## config.mk

```make
export PLATFORM = sky130hd
export DESIGN_NAME = egs_step_unit
export DESIGN_NICKNAME = d
export VERILOG_FILES = /design/src/design/egs_pkg.sv /design/src/design/egs_step_unit.sv
export SDC_FILE = /design/constraint.sdc
export NUM_CORES = 1
export LEC_CHECK = 0
export BUFFER_PORTS_ARGS = -buffer_cell sky130_fd_sc_hd__buf_4
export CORE_AREA = 2 2 39 41
export DETAILED_ROUTE_END_ITERATION = 8
export DIE_AREA = 0 0 41 43
export PLACE_DENSITY = 0.91
export SLEW_MARGIN = 20
export SYNTH_ARGS = -nofsm -noshare
export SYNTH_HDL_FRONTEND = slang
export SYNTH_SLANG_ARGS = --single-unit
```

## constraint.sdc

```tcl
create_clock -name vclk -period 7.9
set_input_delay 0.79 -clock vclk [all_inputs]
set_output_delay 0.79 -clock vclk [all_outputs]
set_load 0.03 [all_outputs]
```

## src/design/egs_pkg.sv

```systemverilog
// Shared types and constants for the euclidean gate sequencer.
`default_nettype none

package egs_pkg;

    localparam int CNT_W     = 6;   // step and hit count width
    localparam int ACC_W     = 7;   // accumulator / remainder width
    localparam int POS_OUT_W = 5;   // position field width on the result

    localparam logic [CNT_W-1:0] RESET_STEPS   = 6'd16;
    localparam logic [CNT_W-1:0] RESET_HITS    = 6'd4;
    localparam logic [15:0]      RESET_PATTERN = 16'h8888;

    typedef struct packed {
        logic [CNT_W-1:0] step_count;
        logic [CNT_W-1:0] hit_count;
        logic             clock_gate;
    } sample_t;

    typedef struct packed {
        logic                 pulse;
        logic [POS_OUT_W-1:0] position;
    } result_t;

    // Operands for the shared add / wrap unit.
    typedef struct packed {
        logic [ACC_W-1:0] a;
        logic [CNT_W-1:0] b;
        logic [CNT_W-1:0] m;
    } unit_req_t;

    typedef struct packed {
        logic             wrap;
        logic [ACC_W-1:0] res;
    } unit_rsp_t;

endpackage

`default_nettype wire

```

## src/design/egs_step_unit.sv

```systemverilog
// Shared add-and-wrap unit: sum = a + b, subtract m once if sum >= m.
`default_nettype none

module egs_step_unit
    import egs_pkg::*;
(
    input  unit_req_t req,
    output unit_rsp_t rsp
);

    logic [ACC_W:0] sum;

    assign sum      = {1'b0, req.a} + (ACC_W + 1)'(req.b);
    assign rsp.wrap = sum >= (ACC_W + 1)'(req.m);
    assign rsp.res  = rsp.wrap ? ACC_W'(sum - (ACC_W + 1)'(req.m)) : ACC_W'(sum);

endmodule

`default_nettype wire

```

==> impl_results.md <==
* Slew HR at 74.69%
* Ant diodes at 0
* Reg area at 0 sq um
* Synth area leader: ha_1
* # resized after CTS at 0
* I/O pin cnt at 27
* TNS Setup at 0 ps
* Worst VDD drop at 0.06216 mV
* Initial antenna violation count at 0
* FFs & Latches at 0
* Gr usage total at 19.22%
* Die W at 41 microns
* Crit. Startpoint: req[6]
* Min-delay src: req[0]
* Max FO, Critical Path at 7
* Synth top area cells: ha_1, mux2_2, inv_1
* Largest net degree at the start of global routing at 8
* Maximum clock frequency at 0.2183 GHz
* GPL Wtd Cong at 0.7461
* Vias per cell at 5.553
* Fin util at 60.76%
* Layout area overhead at 36.03%
* Final Hold Viols at 0
* Die Ht at 43 microns
* Post-synth top area share at 24.29%
* WL per Instance at 12.41 microns
* Final HPWL DP at 1.345 mm
* Synth Cell Area at 618.1 sq um
* Most common cell after layout, fill and taps aside: buf_4
* Hold Path Class: primary input to output pin
* Via count at 683
* Dpl cell area at 840.8 sq um
* Distinct cell type count after synthesis at 27
* Setup violators final at 0
* Remaining Overflow, GRT at 0
* Max Slew Vio Count at 0
* Max-cap violations at 0
* FP Rows at 14
* CP Launch Type: primary input
* Leak at 0.4192 nW
* Final nets at 142
* First-pass GRT wire length at 2.518 mm
* Total iterations of the first detailed-routing run at 2
* DRC Markers at 0
* Detailed Route WL at 1.527 mm
* Syn Inst Count at 80
* Status: finished, final reports clean
* Hold_ws at 2057 ps
* RSZ-0062 raised after global routing: false
* Mapped Nets at 113
* Synth Area per Inst at 7.726 sq um
* Layout cells sized above 1 at 31.78%
* Minimum clock period at 4581 ps
* Die area at 1763 sq um
* Crit end category: output pin
* Synthesis warning total at 0
* Post CTS Setup Buffer Count at 0
* Power per Cell Area at 176.5 nW/um^2
* Worst EP required at 7110 ps
* ANT nets after route at 0
* Core Area at 1384 sq um
* Starting DRT DRC Count at 9
* Initial core utilization at 44.67%
* Hold_buf cts at 0
* Data arrival, critical path at 3790 ps
* Port Buffers at 27
* Most frequent cells in the layout: buf_4, ha_1, inv_1
* Post-synthesis sequential area ratio at 0%
* Kind of critical path: primary input to output pin
* Design Area, Final at 840.8 sq um
* # clk buffers at 0
* Fin crit share at 57.99%
* Vias in the first global route at 664
* Actual slew at the worst max-slew pin at 378.4 ps
==> worst max-delay path, cell delays in order <==
cell and delay [ps]:
buf_4 110, ha_1 210, fa_1 430, a211oi_1 290, nor2_1 130, nor2_1 150
ha_1 290, o21ai_0 110, o21bai_1 80, a21oi_1 190, nand2_1 120, nor3_4 320
mux2_2 390, buf_4 170
==> report_power, final <==
| part | switching (mW) | internal, mW | total, mW |
|---|---|---|---|
| registers | 0 | 0 | 0 |
| logic | 0.0826 | 0.0658 | 0.148 |
| clock network | 0 | 0 | 0 |
==> layer usage <==
| metal | vias to the layer above | GRT usage [%] | wire length, microns |
|---|---|---|---|
| met3 | 0 | 0 | 46 |
| met1 | 328 | 21.02 | 592 |
| met4 | 0 | 0 | 0 |
| met5 | - | 0 | 0 |
| met2 | 11 | 39.38 | 888 |
| li1 | 344 | - | - |
==> synth_stat cells, types with 2 or more instances <==
library cell,n
fa_1,2
ha_1,12
a211oi_1,3
a21o_1,2
a21oi_1,6
o21bai_1,2
xnor2_1,4
mux2_2,5
xor2_1,2
nor2_1,6
o21ai_0,4
nor2b_1,4
nand2_1,4
inv_1,11
==> layout make-up <==
cell class | instances | area, sq um
fillers | 130 | 543.0
inverters | 11 | 41.29
multi-input cells | 69 | 576.8
well taps | 16 | 20.02
repair buffers | 27 | 202.7
==> final timing paths <==
check / to / slack (ps) / depth (start not counted)
min: rsp[0] / 2060 / 4
max: rsp[4] / 3320 / 14
==> kinds of logic after synthesis <==
logic type	Yosys count	synth area share, %
AO/OA/AOI/OAI	22	24.49
XOR/XNOR	6	8.502
multiplexers	6	10.73
AND/OR/NAND/NOR	21	18.83
adder cells (fa/ha/maj)	14	30.77
buffers and inverters	11	6.680
==> stage by stage <==
step | instances | power (mW) | setup WS (ps)
detailed placement | 123 | 0.1479 | 3320
floorplan | 80 | 0.1038 | 3649
CTS | 123 | 0.1484 | 3335
global placement | 123 | 0.1432 | 3420
global route | 123 | 0.1591 | 3099
finish | 123 | 0.1484 | 3319
(Power assumes the default switching activity.)
